--- src/rtl/pli_pkg.sv ---
// Shared types and constants for the piecewise linear interpolator.
// Depends on nothing; used by every file of the block except pli_ram.
`timescale 1ns / 1ps

package pli_pkg;

   localparam int WL_W     = 16;   // unsigned Q10.6 wavelength
   localparam int VAL_W    = 24;   // signed Q8.16 value
   localparam int FRAC_W   = 16;   // fraction bits of t
   localparam int CNT_W    = 7;    // holds points_in_use and scan index
   localparam int IDX_W    = 6;    // entry_index width
   localparam int PDATA_W  = 32;
   localparam int PADDR_W  = 2;

   localparam logic [PADDR_W-1:0] CSR_POINTS_IN_USE = 2'd0;

   typedef enum logic [0:0] {
      OP_LOAD = 1'b0,
      OP_EVAL = 1'b1
   } opcode_type;

   typedef enum logic [2:0] {
      ST_IDLE,
      ST_SCAN,
      ST_CHECK,
      ST_DIVIDE,
      ST_MULTIPLY,
      ST_FINISH
   } state_type;

   typedef struct packed {
      logic             table_write;
      logic             capture_query;
      logic             scan_read;
      logic [CNT_W-1:0] scan_addr;
      logic             div_init;
      logic             div_step;
      logic             sat_load;
      logic             mult;
      logic             result_load;
   } dp_cmd_type;

   typedef struct packed {
      logic ok;
      logic sat;
   } dp_status_type;

endpackage

--- src/rtl/pli_req_if.sv ---
// Request channel of the interpolator: valid/ready plus one input word.
// Depends on pli_pkg.
`timescale 1ns / 1ps

interface pli_req_if;
   logic                                valid;
   logic                                ready;
   pli_pkg::opcode_type                 opcode;
   logic        [pli_pkg::IDX_W-1:0]    entry_index;
   logic        [pli_pkg::WL_W-1:0]     entry_wavelength;
   logic signed [pli_pkg::VAL_W-1:0]    entry_value;
   logic        [pli_pkg::WL_W-1:0]     query_wavelength;

   modport source (
      output valid, opcode, entry_index, entry_wavelength, entry_value, query_wavelength,
      input  ready
   );
   modport sink (
      input  valid, opcode, entry_index, entry_wavelength, entry_value, query_wavelength,
      output ready
   );
endinterface

--- src/rtl/pli_rsp_if.sv ---
// Response channel of the interpolator: valid/ready plus one result word.
// Depends on pli_pkg.
`timescale 1ns / 1ps

interface pli_rsp_if;
   logic                             valid;
   logic                             ready;
   logic signed [pli_pkg::VAL_W-1:0] result_value;
   logic                             in_range;

   modport source (
      output valid, result_value, in_range,
      input  ready
   );
   modport sink (
      input  valid, result_value, in_range,
      output ready
   );
endinterface

--- src/rtl/pli_ram.sv ---
// Generic single-write, single-read RAM with registered read data.
// No dependencies.
`timescale 1ns / 1ps

module pli_ram #(
   parameter int WIDTH = 40,
   parameter int DEPTH = 64,
   localparam int AW = (DEPTH > 1) ? $clog2(DEPTH) : 1
) (
   input  logic                     clock,
   input  logic                     wr_en,
   input  logic [AW-1:0]            wr_addr,
   input  logic [WIDTH-1:0]         wr_data,
   input  logic [AW-1:0]            rd_addr,
   output logic [WIDTH-1:0]         rd_data
);
   logic [WIDTH-1:0] mem_ff [DEPTH];
   logic [WIDTH-1:0] rd_data_ff;

   always_ff @(posedge clock) begin
      if (wr_en) begin
         mem_ff[wr_addr] <= wr_data;
      end
      rd_data_ff <= mem_ff[rd_addr];
   end

   assign rd_data = rd_data_ff;
endmodule

--- src/rtl/pli_datapath.sv ---
// Datapath: breakpoint table, scan capture, bit-serial divider, multiplier
// and result register. Depends on pli_pkg and pli_ram.
`timescale 1ns / 1ps

module pli_datapath #(
   parameter int TABLE_DEPTH = 64
) (
   input  logic                                clock,
   input  logic                                reset,
   input  pli_pkg::dp_cmd_type                 cmd,
   input  logic        [pli_pkg::CNT_W-1:0]    n,
   input  logic        [pli_pkg::IDX_W-1:0]    entry_index,
   input  logic        [pli_pkg::WL_W-1:0]     entry_wavelength,
   input  logic signed [pli_pkg::VAL_W-1:0]    entry_value,
   input  logic        [pli_pkg::WL_W-1:0]     query_wavelength,
   output pli_pkg::dp_status_type              status,
   output logic signed [pli_pkg::VAL_W-1:0]    result_value,
   output logic                                in_range
);
   localparam int AW     = (TABLE_DEPTH > 1) ? $clog2(TABLE_DEPTH) : 1;
   localparam int WL_W   = pli_pkg::WL_W;
   localparam int VAL_W  = pli_pkg::VAL_W;
   localparam int FRAC_W = pli_pkg::FRAC_W;
   localparam int CNT_W  = pli_pkg::CNT_W;
   localparam int ENT_W  = WL_W + VAL_W;
   localparam int PROD_W = FRAC_W + VAL_W + 2;   // t * (b - a), signed

   logic                    wr_en;
   logic [ENT_W-1:0]        rd_data;
   logic [WL_W-1:0]         rd_wl;
   logic [VAL_W-1:0]        rd_val;
   logic                    sel;

   logic                    rd_valid_ff;
   logic [CNT_W-1:0]        rd_idx_ff;
   logic                    sel_prev_ff;
   logic [WL_W-1:0]         query_ff;
   logic [WL_W-1:0]         wl0_ff;
   logic [WL_W-1:0]         wlast_ff;
   logic [WL_W-1:0]         lo_wl_ff;
   logic [WL_W-1:0]         hi_wl_ff;
   logic [VAL_W-1:0]        lo_val_ff;
   logic [VAL_W-1:0]        hi_val_ff;
   logic [WL_W-1:0]         rem_ff;
   logic [FRAC_W:0]         quo_ff;
   logic signed [PROD_W-1:0] prod_ff;
   logic signed [VAL_W-1:0] result_ff;
   logic                    in_range_ff;

   logic [WL_W-1:0]         num;
   logic [WL_W-1:0]         den;
   logic [WL_W:0]           shifted;
   logic [WL_W:0]           shifted_sub;
   logic                    ge;
   logic signed [VAL_W:0]   val_diff;
   logic signed [FRAC_W+1:0] t_s;
   logic signed [FRAC_W+VAL_W+2:0] prod_full;
   logic signed [PROD_W-1:0] sum;

   // loads beyond the table are dropped
   assign wr_en = cmd.table_write && (32'(entry_index) < TABLE_DEPTH);

   pli_ram #(
      .WIDTH (ENT_W),
      .DEPTH (TABLE_DEPTH)
   ) u_table (
      .clock   (clock),
      .wr_en   (wr_en),
      .wr_addr (AW'(entry_index)),
      .wr_data ({entry_wavelength, entry_value}),
      .rd_addr (AW'(cmd.scan_addr)),
      .rd_data (rd_data)
   );

   assign rd_wl  = rd_data[ENT_W-1:VAL_W];
   assign rd_val = rd_data[VAL_W-1:0];

   // candidate lower point: index within 0..n-2 and wavelength <= query
   assign sel = rd_valid_ff
             && (({1'b0, rd_idx_ff} + (CNT_W+1)'(2)) <= {1'b0, n})
             && (rd_wl <= query_ff);

   always_ff @(posedge clock) begin
      if (reset) begin
         rd_valid_ff <= 1'b0;
         sel_prev_ff <= 1'b0;
      end else begin
         rd_valid_ff <= cmd.scan_read;
         if (cmd.capture_query) begin
            sel_prev_ff <= 1'b0;
         end else if (rd_valid_ff) begin
            sel_prev_ff <= sel;
         end
      end
   end

   always_ff @(posedge clock) begin
      rd_idx_ff <= cmd.scan_addr;
      if (cmd.capture_query) begin
         query_ff <= query_wavelength;
      end
      if (rd_valid_ff) begin
         if (rd_idx_ff == '0) begin
            wl0_ff <= rd_wl;
         end
         if (rd_idx_ff == CNT_W'(n - CNT_W'(1))) begin
            wlast_ff <= rd_wl;
         end
         if (sel_prev_ff) begin
            hi_wl_ff  <= rd_wl;
            hi_val_ff <= rd_val;
         end
         if (sel) begin
            lo_wl_ff  <= rd_wl;
            lo_val_ff <= rd_val;
         end
      end
   end

   assign num = query_ff - lo_wl_ff;
   assign den = hi_wl_ff - lo_wl_ff;

   assign status.ok = (n >= CNT_W'(2)) && (query_ff >= wl0_ff) && (query_ff <= wlast_ff)
                   && (hi_wl_ff > lo_wl_ff);
   assign status.sat = (num >= den);

   // restoring division, one quotient bit per step; remainder stays below den
   assign shifted     = {rem_ff, 1'b0};
   assign shifted_sub = shifted - {1'b0, den};
   assign ge          = (shifted >= {1'b0, den});

   always_ff @(posedge clock) begin
      if (cmd.div_init) begin
         rem_ff <= num;
         quo_ff <= '0;
      end else if (cmd.sat_load) begin
         quo_ff <= (FRAC_W+1)'(1) << FRAC_W;
      end else if (cmd.div_step) begin
         rem_ff <= ge ? shifted_sub[WL_W-1:0] : shifted[WL_W-1:0];
         quo_ff <= {quo_ff[FRAC_W-1:0], ge};
      end
   end

   // value = a + t*(b - a) / 2^16, floored
   assign val_diff  = $signed({hi_val_ff[VAL_W-1], hi_val_ff})
                    - $signed({lo_val_ff[VAL_W-1], lo_val_ff});
   assign t_s       = $signed({1'b0, quo_ff});
   assign prod_full = t_s * val_diff;
   assign sum       = $signed({{2{lo_val_ff[VAL_W-1]}}, lo_val_ff, {FRAC_W{1'b0}}}) + prod_ff;

   always_ff @(posedge clock) begin
      if (cmd.mult) begin
         prod_ff <= prod_full[PROD_W-1:0];
      end
      if (cmd.result_load) begin
         result_ff   <= status.ok ? sum[FRAC_W+VAL_W-1:FRAC_W] : '0;
         in_range_ff <= status.ok;
      end
   end

   assign result_value = result_ff;
   assign in_range     = in_range_ff;
endmodule

--- src/rtl/pli_controller.sv ---
// Controller: sequences table scan, division, multiply and result hand-off.
// Depends on pli_pkg.
`timescale 1ns / 1ps

module pli_controller (
   input  logic                          clock,
   input  logic                          reset,
   input  logic                          req_valid,
   input  pli_pkg::opcode_type           req_opcode,
   output logic                          req_ready,
   input  logic                          rsp_ready,
   output logic                          rsp_valid,
   input  logic [pli_pkg::CNT_W-1:0]     n,
   input  pli_pkg::dp_status_type        status,
   output pli_pkg::dp_cmd_type           cmd
);
   localparam int CNT_W = pli_pkg::CNT_W;

   pli_pkg::state_type state_ff, state_in;
   logic [CNT_W-1:0]   cnt_ff, cnt_in;
   logic               rsp_valid_ff, rsp_valid_in;
   logic               req_fire;
   logic               out_free;

   assign req_ready = (state_ff == pli_pkg::ST_IDLE);
   assign req_fire  = req_valid && req_ready;
   assign out_free  = !rsp_valid_ff || rsp_ready;

   // next state and counter
   always_comb begin
      state_in = state_ff;
      cnt_in   = cnt_ff;
      case (state_ff)
         pli_pkg::ST_IDLE: begin
            cnt_in = '0;
            if (req_fire && req_opcode == pli_pkg::OP_EVAL) begin
               state_in = pli_pkg::ST_SCAN;
            end
         end
         pli_pkg::ST_SCAN: begin
            if (cnt_ff == n) begin
               state_in = pli_pkg::ST_CHECK;
            end else begin
               cnt_in = cnt_ff + CNT_W'(1);
            end
         end
         pli_pkg::ST_CHECK: begin
            cnt_in = '0;
            if (!status.ok) begin
               state_in = pli_pkg::ST_FINISH;
            end else if (status.sat) begin
               state_in = pli_pkg::ST_MULTIPLY;
            end else begin
               state_in = pli_pkg::ST_DIVIDE;
            end
         end
         pli_pkg::ST_DIVIDE: begin
            cnt_in = cnt_ff + CNT_W'(1);
            if (cnt_ff == CNT_W'(pli_pkg::FRAC_W - 1)) begin
               state_in = pli_pkg::ST_MULTIPLY;
            end
         end
         pli_pkg::ST_MULTIPLY: begin
            state_in = pli_pkg::ST_FINISH;
         end
         pli_pkg::ST_FINISH: begin
            if (out_free) begin
               state_in = pli_pkg::ST_IDLE;
            end
         end
         default: begin
            state_in = pli_pkg::ST_IDLE;
         end
      endcase
   end

   // datapath commands
   always_comb begin
      cmd = '0;
      cmd.scan_addr = cnt_ff;
      case (state_ff)
         pli_pkg::ST_IDLE: begin
            cmd.table_write   = req_fire && (req_opcode == pli_pkg::OP_LOAD);
            cmd.capture_query = req_fire && (req_opcode == pli_pkg::OP_EVAL);
         end
         pli_pkg::ST_SCAN: begin
            cmd.scan_read = (cnt_ff != n);
         end
         pli_pkg::ST_CHECK: begin
            cmd.div_init = status.ok && !status.sat;
            cmd.sat_load = status.ok && status.sat;
         end
         pli_pkg::ST_DIVIDE: begin
            cmd.div_step = 1'b1;
         end
         pli_pkg::ST_MULTIPLY: begin
            cmd.mult = 1'b1;
         end
         pli_pkg::ST_FINISH: begin
            cmd.result_load = out_free;
         end
         default: begin
            cmd = '0;
         end
      endcase
   end

   assign rsp_valid_in = (rsp_valid_ff && !rsp_ready) || cmd.result_load;

   always_ff @(posedge clock) begin
      if (reset) begin
         state_ff     <= pli_pkg::ST_IDLE;
         cnt_ff       <= '0;
         rsp_valid_ff <= 1'b0;
      end else begin
         state_ff     <= state_in;
         cnt_ff       <= cnt_in;
         rsp_valid_ff <= rsp_valid_in;
      end
   end

   assign rsp_valid = rsp_valid_ff;
endmodule

--- src/rtl/piecewise_linear_interpolator_core.sv ---
// Piecewise linear interpolator, top level.
// Depends on pli_pkg, pli_req_if, pli_rsp_if, pli_controller, pli_datapath.
//
// Usage:
//  - req_ch carries one word per item. opcode LOAD writes entry_index with a
//    wavelength/value pair (indices at or beyond TABLE_DEPTH are dropped) and
//    gives no response. opcode EVAL gives exactly one rsp_ch word.
//  - points_in_use (APB, address 0) sets how many entries are live; values
//    above TABLE_DEPTH act as TABLE_DEPTH. Write it only while idle.
//  - Loads can stream back to back.
//  - An evaluate scans the table through the single RAM read port, then
//    runs a check step, bit-serial division, one multiply and one output
//    step. Out-of-range queries skip divide and multiply; a query at the
//    upper point of its segment skips only the divide.
//  - req_ch.ready is high only between evaluations.
//  - The result sits in an output register; a stalled rsp_ch holds it while
//    the next item is taken. A following result waits in its final step.
//  - Synchronous reset clears control and points_in_use; table contents are
//    undefined until loaded.
`timescale 1ns / 1ps

module piecewise_linear_interpolator_core #(
   parameter int TABLE_DEPTH = 64
) (
   input  logic                            clock,
   input  logic                            reset,
   pli_req_if.sink                         req_ch,
   pli_rsp_if.source                       rsp_ch,
   input  logic                            psel,
   input  logic                            penable,
   input  logic                            pwrite,
   input  logic [pli_pkg::PADDR_W-1:0]     paddr,
   input  logic [pli_pkg::PDATA_W-1:0]     pwdata,
   output logic [pli_pkg::PDATA_W-1:0]     prdata,
   output logic                            pready
);
   localparam int CNT_W = pli_pkg::CNT_W;

   logic [CNT_W-1:0]          points_ff;
   logic [CNT_W-1:0]          n_eff;
   logic                      csr_write;
   pli_pkg::dp_cmd_type       cmd;
   pli_pkg::dp_status_type    status;

   // config port: zero-wait, one register
   assign pready    = 1'b1;
   assign csr_write = psel && penable && pwrite && pready
                   && (paddr == pli_pkg::CSR_POINTS_IN_USE);
   assign prdata    = (paddr == pli_pkg::CSR_POINTS_IN_USE)
                    ? pli_pkg::PDATA_W'(points_ff) : '0;

   always_ff @(posedge clock) begin
      if (reset) begin
         points_ff <= '0;
      end else if (csr_write) begin
         points_ff <= pwdata[CNT_W-1:0];
      end
   end

   // count clamped to the table size
   assign n_eff = (32'(points_ff) > TABLE_DEPTH) ? CNT_W'(TABLE_DEPTH) : points_ff;

   pli_controller u_ctrl (
      .clock      (clock),
      .reset      (reset),
      .req_valid  (req_ch.valid),
      .req_opcode (req_ch.opcode),
      .req_ready  (req_ch.ready),
      .rsp_ready  (rsp_ch.ready),
      .rsp_valid  (rsp_ch.valid),
      .n          (n_eff),
      .status     (status),
      .cmd        (cmd)
   );

   pli_datapath #(
      .TABLE_DEPTH (TABLE_DEPTH)
   ) u_dp (
      .clock            (clock),
      .reset            (reset),
      .cmd              (cmd),
      .n                (n_eff),
      .entry_index      (req_ch.entry_index),
      .entry_wavelength (req_ch.entry_wavelength),
      .entry_value      (req_ch.entry_value),
      .query_wavelength (req_ch.query_wavelength),
      .status           (status),
      .result_value     (rsp_ch.result_value),
      .in_range         (rsp_ch.in_range)
   );
endmodule

--- src/flat_wrapper.sv ---
// flat-port wrapper written by rule: the top's interface ports become plain ports
module piecewise_linear_interpolator_core_flat 
#(
   parameter int TABLE_DEPTH = 64
)
  (clock, reset, psel, penable, pwrite, paddr, pwdata, prdata, pready, req_ch_valid, req_ch_opcode, req_ch_entry_index, req_ch_entry_wavelength, req_ch_entry_value, req_ch_query_wavelength, req_ch_ready, rsp_ch_valid, rsp_ch_result_value, rsp_ch_in_range, rsp_ch_ready);
  pli_req_if req_ch_i ();
  pli_rsp_if rsp_ch_i ();
  input  logic clock;
  input  logic reset;
  input  logic psel;
  input  logic penable;
  input  logic pwrite;
  input  logic [pli_pkg::PADDR_W-1:0] paddr;
  input  logic [pli_pkg::PDATA_W-1:0] pwdata;
  output logic [pli_pkg::PDATA_W-1:0] prdata;
  output logic pready;
  input wire logic [$bits(req_ch_i.valid)-1:0] req_ch_valid;
  input wire logic [$bits(req_ch_i.opcode)-1:0] req_ch_opcode;
  input wire logic [$bits(req_ch_i.entry_index)-1:0] req_ch_entry_index;
  input wire logic [$bits(req_ch_i.entry_wavelength)-1:0] req_ch_entry_wavelength;
  input wire logic [$bits(req_ch_i.entry_value)-1:0] req_ch_entry_value;
  input wire logic [$bits(req_ch_i.query_wavelength)-1:0] req_ch_query_wavelength;
  output wire logic [$bits(req_ch_i.ready)-1:0] req_ch_ready;
  output wire logic [$bits(rsp_ch_i.valid)-1:0] rsp_ch_valid;
  output wire logic [$bits(rsp_ch_i.result_value)-1:0] rsp_ch_result_value;
  output wire logic [$bits(rsp_ch_i.in_range)-1:0] rsp_ch_in_range;
  input wire logic [$bits(rsp_ch_i.ready)-1:0] rsp_ch_ready;
  assign req_ch_i.valid = req_ch_valid;
  assign req_ch_i.opcode = req_ch_opcode;
  assign req_ch_i.entry_index = req_ch_entry_index;
  assign req_ch_i.entry_wavelength = req_ch_entry_wavelength;
  assign req_ch_i.entry_value = req_ch_entry_value;
  assign req_ch_i.query_wavelength = req_ch_query_wavelength;
  assign req_ch_ready = req_ch_i.ready;
  assign rsp_ch_valid = rsp_ch_i.valid;
  assign rsp_ch_result_value = rsp_ch_i.result_value;
  assign rsp_ch_in_range = rsp_ch_i.in_range;
  assign rsp_ch_i.ready = rsp_ch_ready;
  piecewise_linear_interpolator_core #(.TABLE_DEPTH(TABLE_DEPTH)) u_core (.clock(clock), .reset(reset), .req_ch(req_ch_i), .rsp_ch(rsp_ch_i), .psel(psel), .penable(penable), .pwrite(pwrite), .paddr(paddr), .pwdata(pwdata), .prdata(prdata), .pready(pready));
endmodule
--- config.mk ---
export PLATFORM = sky130hd
export DESIGN_NAME = piecewise_linear_interpolator_core_flat
export DESIGN_NICKNAME = d
export VERILOG_FILES = /design/src/rtl/pli_pkg.sv /design/src/rtl/pli_req_if.sv /design/src/rtl/pli_rsp_if.sv /design/src/rtl/pli_ram.sv /design/src/rtl/pli_datapath.sv /design/src/rtl/pli_controller.sv /design/src/rtl/piecewise_linear_interpolator_core.sv /design/src/flat_wrapper.sv
export SDC_FILE = /design/constraint.sdc
export NUM_CORES = 2
export LEC_CHECK = 0
export ABC_CLOCK_PERIOD_IN_PS = 8840
export BUFFER_PORTS_ARGS = -buffer_cell sky130_fd_sc_hd__buf_2
export CORE_UTILIZATION = 55
export CTS_CLUSTER_DIAMETER = 30
export CTS_CLUSTER_SIZE = 10
export DETAILED_ROUTE_END_ITERATION = 12
export PLACE_DENSITY_LB_ADDON = 0.12
export SYNTH_ARGS = -nofsm -noshare
export SYNTH_HDL_FRONTEND = slang
export SYNTH_SLANG_ARGS = --single-unit
--- constraint.sdc ---
create_clock -name clock -period 8.84 [get_ports clock]
set_clock_uncertainty 0.15 [all_clocks]
set_input_delay 1.768 -clock clock [delete_from_list [all_inputs] [get_ports clock]]
set_output_delay 1.768 -clock clock [all_outputs]
set_load 0.01 [all_outputs]
== Word level (Yosys, flattened, before mapping) ==
Memories as Yosys holds them, arrays and structs flattened. A register that Yosys moved wholly into a read port is not among the register bits.
Index checks and enable logic that the tools add are counted.
Word-level totals
  flip-flop bits (word level): 253
  RAM bits: 2560
  input port bits: 104
  output and inout port bits: 60
  memories kept: 1
Operators by class
  add/sub/neg operators: 8
  multipliers: 1
  order comparisons: 9
  equal/unequal tests: 15
  mux-type cells: 26
  bitwise operators: 2
  reduce and logical (&&, ||, !) cells: 37
Memory list
  u_core.u_dp.u_table.mem_ff: words 64, bits a word 40, read ports 1, clocked after memory_dff 1, write ports 1, RTL line pli_ram.sv:17  | logic [WIDTH-1:0] mem_ff [DEPTH];
Operators by type and width (number)
  $mux 16: 4
  $sub 16x16->16: 3
  $add 40x40->40: 1
  $mul 18x25->40: 1
  $mux 17: 2
  $ge 16x16->1: 2
  $le 16x16->1: 2
  $sub 24x24->25: 1
  $mux 7: 3
  $pmux 7 s3: 1
  $mux 3: 6
  $pmux 3 s6: 1
  $ge 17x16->1: 1
  $gt 16x16->1: 1
  $eq 7x7->1: 2
  $logic_and 1x1->1: 14
  $reduce_and 2->1: 6
  $add 7x2->8 const B: 1
  $le 8x7->1: 1
  $ne 2x2->1 const B: 4
  $reduce_or 2->1: 4
  $add 7x1->7 const B: 1
  $eq 7x4->1 const B: 1
  $ge 7x2->1 const B: 1
  20 further kinds: 34

== Logic depth before layout (Yosys ltp) ==
  depth after elaboration: 10
  gate-level depth with buffers: 33
  gate-level depth less buffers: 32

== Modules after synthesis ==
A second synthesis with hierarchy kept.
Unflattened totals
  cells, all modules: 7244
  area, all modules: 127199.5 sq um
Modules (own cells, without submodules)
  pli_ram: instances 1, cells an instance 4195, area each 97836.3 sq um, seq. area each 77674.5 sq um
  pli_datapath: instances 1, cells an instance 2856, area each 27757.9 sq um, seq. area each 6316.1 sq um
  pli_controller: instances 1, cells an instance 119, area each 980.9 sq um, seq. area each 220.2 sq um
  piecewise_linear_interpolator_core: instances 1, cells an instance 74, area each 624.3 sq um, seq. area each 140.1 sq um

== Worst setup path before layout ==
Ideal clock, no wire load.
  path type: reg2reg
  from: reg u_core.u_dp.lo_val_ff[0]
  to: reg u_core.u_dp.prod_ff[31] (data pin)
  setup time: 262 ps
  arrival time: 7566 ps
  data required time: 8428 ps
  path slack: 862 ps
  stages on the path, launching flop included: 29
  buffers on the path: 1
  path through: edfxtp_1 ha_1 fa_1 nor2b_1 o31ai_1 a211oi_1 o21ai_0 nand2b_1 a21oi_1 xnor2_1 clkbuf_1 nand2_1 fa_1 fa_1 fa_1 fa_1 inv_1 fa_1 inv_1 fa_1 inv_1 ha_1 nand4_1 a2111oi_0 nor3b_1 o21ai_0 a21oi_1 o21bai_1 xor2_1
Between the ends
  word-level cells in the longest chain between the ends: 2
Ends and longest elaborated chain
  start: declaration: RTL line pli_datapath.sv:42  | logic [VAL_W-1:0] lo_val_ff;
  start signal: assignment: RTL line pli_datapath.sv:115  | lo_val_ff <= rd_val;
  $sub 24x24->25: RTL line pli_datapath.sv:146  | - $signed({lo_val_ff[VAL_W-1], lo_val_ff});
  $mul 18x25->40: RTL line pli_datapath.sv:148  | assign prod_full = t_s * val_diff;
  net u_core.u_dp.prod_full[31]: RTL line pli_datapath.sv:57  | logic signed [FRAC_W+VAL_W+2:0] prod_full;
  end signal: assignment: RTL line pli_datapath.sv:153  | prod_ff <= prod_full[PROD_W-1:0];
  end: declaration: RTL line pli_datapath.sv:46  | logic signed [PROD_W-1:0] prod_ff;
The timed path passes the listed nets, and every way through them passes these cells.
A chain may end at the register's enable or synchronous reset.

== Final worst setup path ==
  from: reg u_core.u_dp.lo_val_ff[5]
  to: reg u_core.u_dp.prod_ff[39] (data pin)
The elaborated chain is that of the path after synthesis.

==> insert_results.sql <==
INSERT INTO impl_metrics (metric_group, metric, value, unit) VALUES
('setup_path', 'critical-path-top-cell-by-count', 'sky130_fd_sc_hd__fa_1', ''),
('synthesis', 'synth.lib_cells_used.distinct', '80', ''),
('floorplan', 'floorplan.core_area', '0.2330', 'sq mm'),
('grt', 'gr-total-overflow', '0', ''),
('clock_tree', 'clkSlewWorstSetupHoldPaths', '0.04', 'ns'),
('clock_tree', 'tritoncts_clock_tree', 'built', ''),
('finish', 'post_layout_nonfiller_instances', '13850', ''),
('timing', 'timing.final.max_slew_violations', '0', ''),
('setup_path', 'path_max_fanout', '17', ''),
('route', 'drt_total_wl', '358000', 'microns'),
('finish', 'nets', '11060', ''),
('timing', 'timing.final.hold_violations', '0', ''),
('clock_tree', 'cts_sinks', '2837', ''),
('clock_tree', 'cts_setup_buffers', '0', ''),
('synthesis', 'synth-seq-area-share', '0.6532', ''),
('synthesis', 'synth.cell_area', '0.1291', 'sq mm'),
('timing', 'hold_slack', '0.2450', 'ns'),
('clock_tree', 'htree_num_levels', '6', ''),
('placed_design', 'dpl_cell_area', '0.1338', 'sq mm'),
('clock_tree', 'clk-insertion-delay-late', '0.94', 'ns'),
('setup_path', 'cp_slowest_stage_delay', '0.56', 'ns'),
('placed_design', 'hpwlAfterDp', '193200', 'microns'),
('route', 'drc', '0', ''),
('floorplan', 'io_pins', '164', ''),
('grt', 'grtUsageTotal', '0.2998', ''),
('clock_tree', 'cts_root_buf', 'sky130_fd_sc_hd__clkbuf_16', ''),
('timing', 'fmaxAchievable', '0.1176', 'GHz'),
('finish', 'fillerInstances', '16820', ''),
('finish', 'layout.cell_area.non_filler', '0.1520', 'sq mm'),
('route', 'drt_iter0_markers', '9436', ''),
('worst_hold_path', 'holdCritPathClass', 'register to register', ''),
('run', 'maxCapViolCount', '0', ''),
('grt', 'grt_pass1_vias', '84540', ''),
('timing', 'timing.final.setup_violations', '0', ''),
('grt', 'antenna_found_initial', '33', ''),
('setup_path', 'worst_setup_path_end_kind', 'register', ''),
('clock_tree', 'cts_made_buffers', '537', ''),
('power_and_ir_drop', 'power_density', '246.9', 'mW/mm^2'),
('power_and_ir_drop', 'leakage', '0.05526', 'uW'),
('synthesis', 'number_of_synthesized_flops_with_an_enable_pin', '2753', ''),
('outcome', 'status', 'finished, final reports clean', ''),
('route', 'via_per_inst', '6.184', ''),
('setup_path', 'cp_top_family', 'adder cells', ''),
('setup_path', 'setup.worst_path.class', 'register to register', ''),
('synthesis', 'synthesis.yosys.warnings', '0', ''),
('setup_path', 'setup.worst_path.start_class', 'register', ''),
('synthesis', 'synthArstFlopShare', '0', ''),
('timing', 'timing.max_slew.rel_slack', '0.1222', ''),
('grt', 'global_route_wire_length_before_repair', '528800', 'microns'),
('route', 'antenna_violating_nets_post_route', '0', ''),
('finish', 'post_route_cells_drive_above_1_share', '0.1224', ''),
('clock_tree', 'clk_path_buf_depth', '4', ''),
('power_and_ir_drop', 'peak_ir_drop_on_the_vdd_network', '0.2273', 'mV'),
('placed_design', 'place.port_buffers', '112', ''),
('floorplan', 'std_cell_rows', '177', ''),
('floorplan', 'die-height', '486.6', 'microns'),
('placed_design', 'place.gp.congestion', '0.8600', ''),
('setup_path', 'critPathArrivalTime', '8.96', 'ns'),
('route', 'routed-via-count', '85630', ''),
('grt', 'grt_start_max_net_pins', '177', ''),
('setup_path', 'critical_path.slowest_cell', 'sky130_fd_sc_hd__or4_1', ''),
('route', 'routed_wire_length_per_instance', '25.85', 'microns'),
('synthesis', 'avgSynthCellArea', '12.86', 'sq um'),
('floorplan', 'dieWidth', '486.6', 'microns'),
('synthesis', 'synth-main-ff-cell', 'sky130_fd_sc_hd__edfxtp_1', ''),
('placed_design', 'numPlacedInstances', '12880', ''),
('route', 'first_pass_iters', '8', ''),
('timing', 'min_period', '8.500', 'ns'),
('floorplan', 'start_util', '0.5543', ''),
('finish', 'syn_to_final_growth', '17.71', '%'),
('synthesis', 'synth_seq_cells', '2837', ''),
('setup_path', 'path_buf_inv', '7', ''),
('floorplan', 'floorplan.die_area', '0.2367', 'sq mm'),
('setup_path', 'worst_ep_required_time', '9.30', 'ns'),
('timing', 'finalCritPeriodShare', '0.9616', ''),
('synthesis', 'gate_count_of_the_mapped_netlist', '10040', ''),
('timing', 'worst-slew-pin-transition', '1.308', 'ns');
stage by stage:
stage	setup TNS [ns]	utilization	setup WS, ns	total power (uW)
finish	0	0.6524	0.3396	37530
global route	-0.05213	0.6523	-0.04528	38530
CTS	0	0.6519	0.002477	37670
detailed placement	-0.004201	0.5742	-0.004201	17420
global placement	0	0.5742	0.005467	17360
floorplan	0	-	0.8620	16570
cell usage after synthesis, drive strengths merged, types with 97 or more instances:
cell type	n	area, sq um
o21ai	148	744.5
inv	600	2252
fa	399	7988
o221ai	444	3889
and2	203	1270
nand3	711	3558
a211oi	132	991.0
ha	263	3291
clkbuf	577	2166
nand2	1877	7046
a311oi	119	1042
a31oi	216	1351
buf	97	484.2
nor2	241	904.6
a21oi	440	2206
edfxtp	2753	82670
sequential cells by signal, summed over array words and instances (netlist names), 3 cells and up:
name,cells
u_core.u_dp.lo_wl_ff,16
u_core.points_ff,7
u_core.u_dp.u_table.mem_ff,2560
u_core.u_dp.rd_idx_ff,7
u_core.u_dp.rem_ff,16
u_core.u_dp.wl0_ff,16
u_core.u_dp.wlast_ff,16
u_core.u_dp.prod_ff,24
u_core.u_dp.lo_val_ff,24
u_core.u_dp.hi_wl_ff,16
u_core.u_dp.hi_val_ff,24
u_core.u_dp.u_table.rd_data,40
u_core.u_ctrl.state_ff,3
u_core.u_ctrl.cnt_ff,7
u_core.u_dp.query_ff,16
u_core.u_dp.quo_ff,17
u_core.u_dp.result_value,24
routing by layer:
layer	track usage	up-vias	routed length (microns)	share of wire
li1	-	37510	-	-
met1	0.4042	43000	140900	0.39
met2	0.4851	4342	170500	0.48
met3	0.06250	772	34790	0.097
met4	0.1033	10	11710	0.033
met5	0	-	71	0.00020
power breakdown:
group	total [uW]	switching, uW	internal [uW]
clock	20300	6640	13700
sequential	15000	84.3	14900
combinational	2240	1560	680
final timing paths:
check | depth (start not counted) | endpoint | slack, ns | from
hold / removal | 0 | u_core.u_dp.lo_val_ff[9] | 0.24 | u_core.u_dp.u_table.rd_data[9]
hold reg to reg | 0 | u_core.u_dp.lo_val_ff[9] | 0.24 | u_core.u_dp.u_table.rd_data[9]
setup reg to reg | 32 | u_core.u_dp.prod_ff[39] | 0.34 | u_core.u_dp.lo_val_ff[5]
setup / recovery | 32 | u_core.u_dp.prod_ff[39] | 0.34 | u_core.u_dp.lo_val_ff[5]
placed cells by master (no fill, tap or decap), drive strengths merged, types with 119 or more instances in the layout:
cell and n:
edfxtp 2753, nand2 1877, nand3 711, inv 627, clkbuf 625, o221ai 444, a21oi 440, fa 399
buf 357, ha 263, nor2 241, a31oi 216, and2 203, clkinv 195, o21ai 148, a211oi 132
a311oi 119
cell type report:
type / count / area, sq um / share of cell area
Tap cell: 3132 / 3919 / 0.02578
Antenna cell: 14 / 35.03 / 0.0002305
Sequential cell: 2837 / 84360 / 0.5550
Multi-Input combinational cell: 5955 / 40600 / 0.2671
Timing Repair Buffer: 357 / 2704 / 0.01779
Clock buffer: 625 / 14190 / 0.09334
Inverter: 601 / 2288 / 0.01506
Clock inverter: 326 / 3906 / 0.02570
timing repair:
item / CTS / global route
hold buffers: 0 / 0
resized for setup: 3 / 17
setup endpoints to repair: 6 / 14
pin swaps: 0 / 4
worst reg2reg max path, delay by kind of cell (launching register included):
kind | cells | cell delay (ns)
fa+ha+maj | 8 | 3.69
xor+xnor | 2 | 0.36
simple gates | 4 | 1.00
compound gates | 11 | 1.97
flops | 1 | 0.37
buf+inv | 7 | 0.63
cells by family (layout without fill, tap and decap cells):
group,count (synthesis),count (layout),share of synthesized area
AO/OA/AOI/OAI,1785,1785,0.09557
XOR/XNOR,119,119,0.008284
adder cells (fa/ha/maj),662,662,0.08734
buffers and inverters,1275,1909,0.03799
flip-flops,2837,2837,0.6532
multiplexers,69,69,0.005784
other,2,40,0.00005816
AND/OR/NAND/NOR,3294,3294,0.1118
Power figures use the tool's default switching activity.
